File: config.mk
export PLATFORM = sky130hd
export DESIGN_NAME = rotary_encoder_button_decoder
export DESIGN_NICKNAME = d
export VERILOG_FILES = /design/src/design/rebd_pkg.sv /design/src/design/rebd_enc.sv /design/src/design/rebd_btn.sv /design/src/design/rotary_encoder_button_decoder.sv
export SDC_FILE = /design/constraint.sdc
export NUM_CORES = 1
export LEC_CHECK = 0
export ABC_CLOCK_PERIOD_IN_PS = 4700
export BUFFER_PORTS_ARGS = -buffer_cell sky130_fd_sc_hd__buf_2
export CAP_MARGIN = 10
export CORE_MARGIN = 1.5
export CORE_UTILIZATION = 58
export DETAILED_ROUTE_END_ITERATION = 10
export GPL_ROUTABILITY_DRIVEN = 0
export GPL_TIMING_DRIVEN = 0
export PLACE_DENSITY = 0.79
export SYNTH_ARGS = -nofsm -noshare
export SYNTH_HDL_FRONTEND = slang
export SYNTH_SLANG_ARGS = --single-unit
File: constraint.sdc
create_clock -name clk_i -period 4.7 [get_ports clk_i]
set_clock_uncertainty 0.15 [all_clocks]
set_input_delay 0.235 -clock clk_i [delete_from_list [all_inputs] [get_ports clk_i]]
set_output_delay 0.235 -clock clk_i [all_outputs]
set_load 0.01 [all_outputs]
File: src/design/rebd_pkg.sv
// Shared types and constants for the rotary encoder and button decoder.
// Holds field widths, register indexes, button event codes and the config bundle.
// No dependencies.
package rebd_pkg;

  localparam int unsigned TsW     = 32;  // timestamp width
  localparam int unsigned MsW     = 16;  // millisecond setting width
  localparam int unsigned StepW   = 8;   // step size and threshold width
  localparam int unsigned DeltaW  = 9;   // signed delta and accumulator width
  localparam int unsigned CfgIdxW = 3;   // config register index width
  localparam int unsigned CfgDatW = 16;  // widest config register
  localparam int unsigned EvW     = 2;   // button event width

  typedef enum logic [CfgIdxW-1:0] {
    CFG_ENC_DEBOUNCE = 3'd0,
    CFG_BTN_DEBOUNCE = 3'd1,
    CFG_LONG_PRESS   = 3'd2,
    CFG_DOUBLE_CLICK = 3'd3,
    CFG_STEP_SIZE    = 3'd4,
    CFG_DETENT       = 3'd5
  } cfg_idx_e;

  typedef enum logic [EvW-1:0] {
    EV_NONE   = 2'd0,
    EV_SHORT  = 2'd1,
    EV_LONG   = 2'd2,
    EV_DOUBLE = 2'd3
  } btn_event_e;

  typedef struct packed {
    logic [MsW-1:0]   enc_gap_ms;
    logic [MsW-1:0]   btn_settle_ms;
    logic [MsW-1:0]   hold_long_ms;
    logic [MsW-1:0]   dbl_window_ms;
    logic [StepW-1:0] step_size;
    logic [StepW-1:0] detent_threshold;
  } cfg_t;

  localparam cfg_t CfgReset = '{
    enc_gap_ms:       16'd5,
    btn_settle_ms:    16'd20,
    hold_long_ms:     16'd800,
    dbl_window_ms:    16'd400,
    step_size:        8'd1,
    detent_threshold: 8'd2
  };

endpackage

File: src/design/rebd_enc.sv
// Encoder channel decoder: sample gap, raw step accumulation, detent reporting.
// Depends on rebd_pkg.
module rebd_enc (
  input  logic                                clk_i,
  input  logic                                rst_ni,
  input  logic                                step_i,
  input  logic [rebd_pkg::TsW-1:0]            now_ms_i,
  input  logic                                pin_a_i,
  input  logic                                pin_b_i,
  input  rebd_pkg::cfg_t                      cfg_i,
  output logic signed [rebd_pkg::DeltaW-1:0]  delta_o
);
  import rebd_pkg::*;

  logic [TsW-1:0]           sample_time_q, sample_time_d;
  logic                     prev_a_q, prev_a_d;
  logic signed [DeltaW-1:0] accum_q, accum_d;
  logic [TsW-1:0]           since_sample;
  logic                     sample_en;
  logic signed [DeltaW-1:0] accum_step;
  logic signed [DeltaW-1:0] accum_mag;
  logic signed [DeltaW-1:0] step_signed;

  always_comb begin
    since_sample  = now_ms_i - sample_time_q;
    sample_en     = since_sample > TsW'(cfg_i.enc_gap_ms);
    accum_step    = (pin_a_i == pin_b_i) ? accum_q + DeltaW'(1) : accum_q - DeltaW'(1);
    accum_mag     = accum_step[DeltaW-1] ? -accum_step : accum_step;
    step_signed   = $signed({1'b0, cfg_i.step_size});
    sample_time_d = sample_time_q;
    prev_a_d      = prev_a_q;
    accum_d       = accum_q;
    delta_o       = '0;
    if (sample_en) begin
      sample_time_d = now_ms_i;
      prev_a_d      = pin_a_i;
      if (pin_a_i != prev_a_q) begin
        accum_d = accum_step;
        // magnitude never exceeds 255, so the top bit is clear here
        if ($unsigned(accum_mag) >= {1'b0, cfg_i.detent_threshold}) begin
          delta_o = accum_step[DeltaW-1] ? -step_signed : step_signed;
          accum_d = '0;
        end
      end
    end
  end

  always_ff @(posedge clk_i or negedge rst_ni) begin
    if (!rst_ni) begin
      sample_time_q <= '0;
      prev_a_q      <= 1'b1;
      accum_q       <= '0;
    end else if (step_i) begin
      sample_time_q <= sample_time_d;
      prev_a_q      <= prev_a_d;
      accum_q       <= accum_d;
    end
  end

endmodule

File: src/design/rebd_btn.sv
// Button debouncer and press classifier (short, long, double press).
// Depends on rebd_pkg.
module rebd_btn (
  input  logic                      clk_i,
  input  logic                      rst_ni,
  input  logic                      step_i,
  input  logic [rebd_pkg::TsW-1:0]  now_ms_i,
  input  logic                      pin_button_i,
  input  rebd_pkg::cfg_t            cfg_i,
  output rebd_pkg::btn_event_e      event_o
);
  import rebd_pkg::*;

  logic [TsW-1:0] change_time_q, change_time_d;
  logic           raw_prev_q, raw_prev_d;
  logic           stable_q, stable_d;
  logic [TsW-1:0] press_time_q, press_time_d;
  logic [TsW-1:0] click_time_q, click_time_d;
  logic           raw_changed;
  logic           settled;
  logic [TsW-1:0] held;
  logic [TsW-1:0] since_click;
  logic           is_long;
  logic           is_double;
  logic           released;

  always_comb begin
    raw_changed   = pin_button_i != raw_prev_q;
    // a change this poll restarts the window, so it cannot settle now
    settled       = !raw_changed && ((now_ms_i - change_time_q) > TsW'(cfg_i.btn_settle_ms));
    held          = now_ms_i - press_time_q;
    since_click   = now_ms_i - click_time_q;
    is_long       = held >= TsW'(cfg_i.hold_long_ms);
    is_double     = (click_time_q != '0) && (since_click < TsW'(cfg_i.dbl_window_ms));
    released      = settled && pin_button_i && !stable_q;

    change_time_d = raw_changed ? now_ms_i : change_time_q;
    raw_prev_d    = pin_button_i;
    stable_d      = settled ? pin_button_i : stable_q;
    press_time_d  = (settled && !pin_button_i && stable_q) ? now_ms_i : press_time_q;
    click_time_d  = click_time_q;
    event_o       = EV_NONE;
    if (released) begin
      if (is_long) begin
        event_o = EV_LONG;
      end else if (is_double) begin
        event_o      = EV_DOUBLE;
        click_time_d = '0;
      end else begin
        event_o      = EV_SHORT;
        click_time_d = now_ms_i;
      end
    end
  end

  always_ff @(posedge clk_i or negedge rst_ni) begin
    if (!rst_ni) begin
      change_time_q <= '0;
      raw_prev_q    <= 1'b1;
      stable_q      <= 1'b1;
      press_time_q  <= '0;
      click_time_q  <= '0;
    end else if (step_i) begin
      change_time_q <= change_time_d;
      raw_prev_q    <= raw_prev_d;
      stable_q      <= stable_d;
      press_time_q  <= press_time_d;
      click_time_q  <= click_time_d;
    end
  end

endmodule

File: src/design/rotary_encoder_button_decoder.sv
// Top level of the rotary encoder and button decoder.
// Depends on rebd_pkg, rebd_enc and rebd_btn.
//
// Usage:
//   Each input item is one poll: a 32-bit millisecond timestamp plus the raw
//   A, B and active-low button levels. Every poll gives exactly one result
//   item: a signed rotation delta (0 if no detent) and a button event code
//   (none, short, long, double press).
//   Channels use valid/ready; an item moves when valid and ready are both high.
//   Configuration is a write port (enable, index, 16-bit data), registered
//   when enabled; write it only while no poll is in flight. A zero step size or
//   detent threshold is stored as 1; indexes past the last register are dropped.
//   Path: a poll accepted into the input register moves on to the result
//   register, where its result waits until it is taken.
//   Throughput: one poll per cycle unless the result waits; the decode is a
//   few 32-bit subtracts and compares between the input register and the result register.
//   Stall: while the result waits, the input register still takes one more
//   poll, then ready drops until the result is taken.
//   Reset: both registers empty, config at defaults, the stored A and button
//   levels taken high, timestamps and the accumulator cleared.
module rotary_encoder_button_decoder (
  input  logic                                clk_i,
  input  logic                                rst_ni,
  // poll input
  input  logic                                in_valid_i,
  output logic                                in_ready_o,
  input  logic [rebd_pkg::TsW-1:0]            now_ms_i,
  input  logic                                pin_a_i,
  input  logic                                pin_b_i,
  input  logic                                pin_button_i,
  // result output
  output logic                                out_valid_o,
  input  logic                                out_ready_i,
  output logic signed [rebd_pkg::DeltaW-1:0]  delta_o,
  output logic [rebd_pkg::EvW-1:0]            button_event_o,
  // configuration write port
  input  logic                                cfg_we_i,
  input  logic [rebd_pkg::CfgIdxW-1:0]        cfg_index_i,
  input  logic [rebd_pkg::CfgDatW-1:0]        cfg_wdata_i
);
  import rebd_pkg::*;

  // configuration registers
  cfg_t cfg_q, cfg_d;
  logic [StepW-1:0] wdata8;

  // input register
  logic           in_valid_q;
  logic [TsW-1:0] now_q;
  logic           pin_a_q, pin_b_q, pin_button_q;

  // result register
  logic                     out_valid_q;
  logic signed [DeltaW-1:0] delta_q;
  btn_event_e               event_q;

  logic                     advance;
  logic signed [DeltaW-1:0] delta_new;
  btn_event_e               event_new;

  // Config write: clamp zero step and threshold to one, drop unknown indexes.
  always_comb begin
    wdata8 = cfg_wdata_i[StepW-1:0];
    cfg_d  = cfg_q;
    if (cfg_we_i) begin
      unique case (cfg_idx_e'(cfg_index_i))
        CFG_ENC_DEBOUNCE: cfg_d.enc_gap_ms       = cfg_wdata_i;
        CFG_BTN_DEBOUNCE: cfg_d.btn_settle_ms    = cfg_wdata_i;
        CFG_LONG_PRESS:   cfg_d.hold_long_ms     = cfg_wdata_i;
        CFG_DOUBLE_CLICK: cfg_d.dbl_window_ms    = cfg_wdata_i;
        CFG_STEP_SIZE:    cfg_d.step_size        = (wdata8 == '0) ? StepW'(1) : wdata8;
        CFG_DETENT:       cfg_d.detent_threshold = (wdata8 == '0) ? StepW'(1) : wdata8;
        default:          cfg_d = cfg_q;
      endcase
    end
  end

  always_ff @(posedge clk_i or negedge rst_ni) begin
    if (!rst_ni) begin
      cfg_q <= CfgReset;
    end else begin
      cfg_q <= cfg_d;
    end
  end

  // Advance the held poll into the result register when that slot frees up.
  assign advance    = in_valid_q && (!out_valid_q || out_ready_i);
  assign in_ready_o = !in_valid_q || advance;

  always_ff @(posedge clk_i or negedge rst_ni) begin
    if (!rst_ni) begin
      in_valid_q <= 1'b0;
    end else if (in_ready_o) begin
      in_valid_q <= in_valid_i;
    end
  end

  // payload: load on accept, hold otherwise
  always_ff @(posedge clk_i) begin
    if (in_valid_i && in_ready_o) begin
      now_q        <= now_ms_i;
      pin_a_q      <= pin_a_i;
      pin_b_q      <= pin_b_i;
      pin_button_q <= pin_button_i;
    end
  end

  // Decoder state advances only with the poll that leaves the input register.
  rebd_enc u_enc (
    .clk_i    (clk_i),
    .rst_ni   (rst_ni),
    .step_i   (advance),
    .now_ms_i (now_q),
    .pin_a_i  (pin_a_q),
    .pin_b_i  (pin_b_q),
    .cfg_i    (cfg_q),
    .delta_o  (delta_new)
  );

  rebd_btn u_btn (
    .clk_i        (clk_i),
    .rst_ni       (rst_ni),
    .step_i       (advance),
    .now_ms_i     (now_q),
    .pin_button_i (pin_button_q),
    .cfg_i        (cfg_q),
    .event_o      (event_new)
  );

  // result register: fill on advance, drain on take
  always_ff @(posedge clk_i or negedge rst_ni) begin
    if (!rst_ni) begin
      out_valid_q <= 1'b0;
    end else if (advance) begin
      out_valid_q <= 1'b1;
    end else if (out_ready_i) begin
      out_valid_q <= 1'b0;
    end
  end

  always_ff @(posedge clk_i) begin
    if (advance) begin
      delta_q <= delta_new;
      event_q <= event_new;
    end
  end

  assign out_valid_o    = out_valid_q;
  assign delta_o        = delta_q;
  assign button_event_o = event_q;

endmodule

==> results.cfg, run 1 <==
[run_status]
status = complete, but fails checks
violations = setup timing

[routing]
wl_um = 66070
ant_nets = 0
first_iter_violations = 1845
routedWlPerCell_um = 20.77
vias = 20350
dr.pass1.iters = 7
routed_via_density = 6.397
drc = 0

[run]
drv_cap = 0

[worst_setup_path]
crit_buf_inv = 7
cp_common_cell = buf_6
critPathSlowestCell = edfxtp_1
crit_chain = buf_4 > buf_6 > buf_6 > ha_4 > nor2b_4 > o2111a_2 > o41ai_4 > nand3_2 > buf_6 > xor2_2 > ha_1 > buf_4 > a21o_1 > a21o_1 > a221oi_2 > o21ai_2 > a211oi_2 > nand4_1 > nor4b_4 > and3_4 > buf_12 > buf_8 > nor4_1
critPathCaptureType = register
max_stage_delay_ns = 0.49
ff2ff_setup_slack_ns = -0.77
start_kind = register
regToRegEndpoint = delta_o[3]
required_ns = 4.85
crit_arrival_ns = 5.62
worstReg2RegStart = now_q[1]
r2r_cells = 23
cp_max_fo = 6
cp_top_family = compound AO/OA/AOI/OAI gates
criticalPathCategory = reg2reg

[die]
io_pins = 72
core_area_um2 = 36610
die_x_um = 195.7
rows = 70
start_util_pct = 58.81
die_y_um = 195.7
die_area_um2 = 38290

[timing]
setup_viol = 118
holdWs_ns = 0.09267
max_slew.worst_pin.slew_ns = 1.138
fmax_mhz = 182.9
final-hold-violation-count = 0
period_share_pct = 116.3
rsz0062_at_grt = true
slew_headroom_pct = 23.52
period_minus_slack_ns = 5.467
finalMaxSlewViolations = 0
finalWorstSetupSlack_ns = -0.7667

[logic_synthesis]
synth_edf_count = 46
synth_fp_nets = 2700
ys_seq_elements = 268
syn_inst = 2432
synth_top_flop_cell = dfrtp_1
yosysUniqueCellTypes = 99
ys_seq_area_share_pct = 32.30
async_reset_ff_share_pct = 82.84
synth_area_um2 = 21530
yosysWarnings = 0
synth.avg_cell_area_um2 = 8.853

[placed_design]
hpwlAfterDp_um = 45480
placed_cells = 2973
port_buffers = 70

[clock_network]
cts_sinks = 268
cts-root-buf = clkbuf_16
cts_buffers = 31
clock_latency_ns = 0.60
cts_tree = built
htreeDepth = 1
cts.clk_slew.worst_paths_ns = 0.07
cts_buffer_depth = 3

[global_routing]
grt_use_total_pct = 34.10
grt_overflow = 0
antenna_found_initial = 1
grt_pass1_vias = 20220
grt_max_degree = 127
grt_pass1_wl_um = 104700

[final_layout]
drive_gt1_share_pct = 18.47
antenna_cells = 0
layout.nets = 2956
area_growth_pct = 21.04
instances_no_fill = 3181
fillers = 2561

[worst_hold_path]
hold_path_class = in2async

[power_and_ir_drop]
power.density_nw_per_um2 = 531.0
leakage_nw = 11.89
ir_drop_v = 0.0004352
-- how the worst max path moves through the flow --
stage	start	to	slack (ns)	depth (start not counted)
after detailed placement	now_q[1]	u_btn.click_time_q[1]	-1.79	18
after CTS	now_q[1]	u_btn.click_time_q[1]	-0.64	21
final	now_q[1]	delta_o[3]	-0.77	23
after global routing	now_q[1]	u_btn.click_time_q[1]	-0.95	21
after floorplan	now_q[1]	u_btn.click_time_q[1]	-0.30	21
after global placement	now_q[1]	u_btn.click_time_q[1]	-1.82	18
-- sequential cells by signal, indices dropped and copies added (netlist names) --
name and flops:
cfg_q 80, now_q 32, u_btn.change_time_q 32, u_btn.click_time_q 32, u_btn.press_time_q 32, u_enc.sample_time_q 32
delta_o 9, u_enc.accum_q 9, button_event_o 2, in_valid_q 1, out_valid_o 1, pin_a_q 1
pin_b_q 1, pin_button_q 1, u_btn.raw_prev_q 1, u_btn.stable_q 1, u_enc.prev_a_q 1
-- where the power goes --
group          internal [W]  total, W  switching (W)
Combinational       0.00336   0.00796        0.00459
Sequential          0.00293   0.00328       0.000350
Clock               0.00151   0.00260        0.00108
Total               0.00781    0.0138        0.00603
-- through the flow --
step           TNS (ns)  cell area (um2)  power [W]  utilization, %  worst slack [ns]
6_report         -78.38            26060    0.01384           71.18           -0.7667
5_1_grt          -91.46            26060    0.01472           71.18           -0.9511
4_1_cts          -52.63            25820    0.01327           70.52           -0.6366
3_3_place_gp    -255.18            22600   0.009664           61.73            -1.818
3_5_place_dp    -146.63            22680   0.009955           61.95            -1.788
2_1_floorplan    -7.661            21660   0.008370               -           -0.3004
-- metal layers --
layer / share of wire [%] / GRT usage, %
met5: 0 / 0
met3: 7.8 / 5.535
met4: 5.6 / 17.24
met2: 47 / 57.22
met1: 40 / 42.74
-- layout make-up --
type                       instances  area, um2  share of cell area [%]
multi-input combinational       1809      13870                   53.24
sequential                       268       6955                   26.69
timing repair buffer             225       1964                   7.538
inverter                         243      917.1                   3.519
clock buffer                      35      832.0                   3.193
buffer                           110      668.1                   2.564
tap                              468      585.6                   2.247
clock inverter                    23      262.8                   1.008
-- layout by cell type, fill, tap and decap left out, types with 17 or more instances in the layout --
master | netlist | final
a211oi_1 | 25 | 20
a21o_1 | 66 | 66
a21oi_1 | 156 | 148
a31oi_1 | 22 | 19
buf_12 | 3 | 21
buf_2 | 13 | 77
buf_4 | 7 | 70
clkbuf_1 | 82 | 76
clkbuf_16 | 0 | 32
dfrtp_1 | 207 | 207
dlygate4sd3_1 | 0 | 58
edfxtp_1 | 46 | 46
ha_1 | 204 | 195
inv_1 | 242 | 240
mux2_2 | 71 | 71
mux2_4 | 29 | 30
mux2i_1 | 40 | 40
nand2_1 | 249 | 247
nand2b_1 | 41 | 41
nand3_1 | 57 | 55
nand4_1 | 82 | 82
nor2_1 | 105 | 100
nor2b_1 | 22 | 18
nor3_1 | 38 | 37
nor4_1 | 23 | 17
o211ai_1 | 46 | 46
o21a_1 | 31 | 30
o21ai_0 | 127 | 122
o21bai_1 | 21 | 21
xnor2_1 | 56 | 55
xor2_1 | 40 | 38
-- cells in the mapped netlist (7+ instances only) --
cell type / n / area share, %
nor4_1: 23 / 0.67
a211o_1: 7 / 0.28
nor2_1: 105 / 1.8
o2111ai_1: 11 / 0.45
mux2_4: 29 / 2.0
o21a_1: 31 / 1.1
a21oi_1: 156 / 3.6
inv_1: 242 / 4.2
nand2b_1: 41 / 1.2
clkbuf_1: 82 / 1.4
nand2_1: 249 / 4.3
dfstp_2: 15 / 1.8
nor3_1: 38 / 0.88
or4_1: 10 / 0.35
buf_2: 13 / 0.30
and3_1: 17 / 0.49
o21bai_1: 21 / 0.73
a41oi_1: 12 / 0.49
or2_2: 7 / 0.20
xor2_1: 40 / 1.6
o211ai_1: 46 / 1.6
edfxtp_1: 46 / 6.4
a21o_1: 66 / 2.3
o21ai_0: 127 / 3.0
o31ai_1: 14 / 0.49
ha_1: 204 / 12
and2_1: 13 / 0.38
or3_1: 9 / 0.26
nand3_1: 57 / 1.3
a211oi_1: 25 / 0.87
o21ai_1: 9 / 0.21
a31oi_1: 22 / 0.64
nor2b_1: 22 / 0.64
xnor2_1: 56 / 2.3
dfrtp_1: 207 / 24
mux2i_1: 40 / 1.9
buf_4: 7 / 0.24
nand4_1: 82 / 2.4
o41ai_1: 12 / 0.49
a221oi_1: 7 / 0.28
mux2_2: 71 / 3.7
-- cell families (layout without fill, tap and decap cells) --
group,count (synthesis),count (layout),share of synthesized area [%]
simple gates,709,709,16.56
compound gates,654,654,20.54
buf+inv,355,636,6.718
flops,268,268,32.30
fa+ha+maj,209,209,12.32
mux,141,141,7.648
xor+xnor,96,96,3.905
-- what timing repair did --
action | in CTS | in global routing
pin swaps | 48 | 54
gates cloned | 6 | 0
setup endpoints to repair | 118 | 118
endpoints found under the hold margin | 213 | 0
gates resized for setup | 126 | 44
hold buffers | 58 | 0
buffers inserted | 78 | 16
No activity file was read; power rests on OpenSTA's default activity.
==> inputs of run 2 (changes only) <==
ABC_CLOCK_PERIOD_IN_PS = 5400   (was 4700)
CORE_UTILIZATION = 64   (was 58)
PLACE_DENSITY = 0.83   (was 0.79)
clock period = 5.4 ns   (was 4.7 ns; I/O delays follow)
==> run 2 against run 1 <==
Compared with the run above: via count up 3.0%; the flow still finishes with violations (setup timing); flip-flop and latch count unchanged; critical path type unchanged; combinational power fell by 15%.
==> results.cfg, run 2 (synthesis results as in run 1) <==
[final_layout]
top_register = cfg_q
fillers = 2082
final_common_cell = nand2_1
antenna_cells = 0
mostFrequentLayoutCells = nand2_1, inv_1, dfrtp_1, ha_1, a21oi_1
instances_no_fill = 3132
drive_gt1_share_pct = 16.62
layout.nets = 2934
largest_reg_flops = 80
area_growth_pct = 17.69
finish.instance_area_um2 = 25340

[global_routing]
grt_pass1_vias = 20140
grt_pass1_wl_um = 102000
grt_overflow = 0
met2_usage_pct = 61.15
grt_use_total_pct = 35.97
antenna_found_initial = 0
grtUsageMet1_pct = 44.38
busiest_layer = met2
grt_max_degree = 127
grt.met3_usage_pct = 5.417

[placed_design]
place_ws_ns = -0.9364
port_buffers = 70
placed_cells = 2948
place_area_um2 = 22530
hpwlAfterDp_um = 44600

[timing]
finalWorstSetupSlack_ns = -0.2381
tns_ns = -3.510
rsz0062_at_grt = true
slew_headroom_pct = 14.62
setup_viol = 33
max_slew.worst_pin.slew_ns = 1.263
period_minus_slack_ns = 5.638
final-hold-violation-count = 0
fmax_mhz = 177.4
holdWs_ns = 0.05487
period_share_pct = 104.4
finalMaxSlewViolations = 0

[clock_network]
htreeDepth = 1
cts_sinks = 268
cts_buffers = 31
cts_buffer_depth = 3
cts.clk_slew.worst_paths_ns = 0.07
clock_latency_ns = 0.57
cts-root-buf = clkbuf_16
cts_tree = built

[power_and_ir_drop]
ir_drop_v = 0.0003042
power.density_nw_per_um2 = 474.5
combinationalPowerShare_pct = 56.0
leakage_nw = 11.66
switchingPower_w = 0.005231
p_sw_share_pct = 43.51
clkPwrFrac_pct = 19.9
seq_power_share_pct = 24.0
internal-power_w = 0.006792

[worst_setup_path]
cp_common_cell = nand4_1
crit_arrival_ns = 5.96
critPathSlowestCell = o211ai_1
required_ns = 5.72
start_kind = register
critPathCaptureType = register
max_stage_delay_ns = 0.47
cp_max_fo = 8
criticalPathCategory = reg2reg
crit_chain = buf_4 > ha_1 > buf_2 > nand4_1 > o211ai_1 > o31a_1 > o311ai_2 > nand2_1 > xor2_1 > ha_1 > nand4_1 > nor3_1 > a2111oi_2 > o2111ai_1 > nor4_2 > nand4_1 > or4_4 > nand4b_4 > buf_8 > buf_12 > mux2i_1

[routing]
wl_um = 68260
vias = 20970
ant_nets = 0
drc = 0
dr.pass1.iters = 6
routedWlPerCell_um = 21.79
first_iter_violations = 2218
routed_via_density = 6.695

[run_status]
violations = setup timing
status = complete, but fails checks

[die]
die_x_um = 186.4
die_y_um = 186.4
rows = 66
die_area_um2 = 34750
start_util_pct = 65.67
core_area_um2 = 32780
io_pins = 72

[run]
drv_cap = 0

[worst_hold_path]
hold_path_class = in2reg
==> run 2: changes by cell type in the layout (fill, tap and decap cells not counted), moves of 3 or more <==
| cell | delta |
|---|---|
| o21ai_0 | -3 |
| ha_1 | +3 |
| o21ai_2 | -5 |
| dlygate4sd3_1 | -3 |
| ha_4 | -3 |
| bufinv_16 | +4 |
| o41ai_1 | +3 |
| nor4_1 | +4 |
| o41ai_4 | -4 |
| nor4_4 | -3 |
| buf_12 | -14 |
| buf_6 | -4 |
| o21ai_1 | +8 |
==> run 2: path summary, 6_finish.rpt <==
kind,from,end,slack [ns],depth (start not counted)
max,now_q[10],u_btn.click_time_q[4],-0.24,21
min,cfg_index_i[1],cfg_q[10],0.05,3
max reg2reg,now_q[10],u_btn.click_time_q[4],-0.24,21
min reg2reg,u_btn.raw_prev_q,u_btn.raw_prev_q,0.34,2
max in group asynchronous,rst_ni,cfg_q[22],3.73,3
min in group asynchronous,rst_ni,u_enc.accum_q[5],0.16,2
==> run 2: layer usage <==
metal  vias up  wire, um
li1       9301         -
met1      9924     25120
met2      1385     31950
met3       359      6917
met4         0      4263
met5         -         0
==> run 2: per-stage QoR <==
step	total power [W]	util [%]
after detailed placement	0.008579	68.71
after global routing	0.01266	77.29
after floorplan	0.007225	-
after global placement	0.008276	68.43
after CTS	0.01122	75.68
final	0.01202	77.29
==> run 2: final cells by class <==
cell class                 instances  area (um2)  share of cell area (%)
clock buffer                      37       828.3                   3.269
sequential                       268        6955                   27.45
clock inverter                    20       319.1                   1.259
inverter                         243       918.4                   3.624
timing repair buffer             207        1660                   6.552
buffer                           106       579.3                   2.286
multi-input combinational       1809       13530                   53.38
tap                              442       553.0                   2.182
==> run 2: repair_timing <==
item,in CTS,in global routing
gates resized for setup,47,76
pin swaps,10,37
endpoints found under the setup margin,118,116
buffers inserted,41,35
hold buffers,55,0
hold endpoints to repair,194,0
cloned,0,1
==> run 2: power by group through the flow <==
stage | logic, W | clock network [W] | registers (W)
final | 0.00674 | 0.00240 | 0.00289
after global routing | 0.00726 | 0.00248 | 0.00292
after CTS | 0.00598 | 0.00239 | 0.00285
after detailed placement | 0.00570 | 0 | 0.00288
after global placement | 0.00542 | 0 | 0.00286
after floorplan | 0.00443 | 0 | 0.00280
==> run 2: critical path, delay by kind of cell, from the launching register on <==
| family | cells | cell delay [ns] |
|---|---|---|
| AO/OA/AOI/OAI | 5 | 1.58 |
| flip-flops | 1 | 0.36 |
| multiplexers | 1 | 0.21 |
| buffers and inverters | 4 | 0.77 |
| AND/OR/NAND/NOR | 8 | 1.71 |
| XOR/XNOR | 1 | 0.18 |
| adder cells (fa/ha/maj) | 2 | 0.56 |
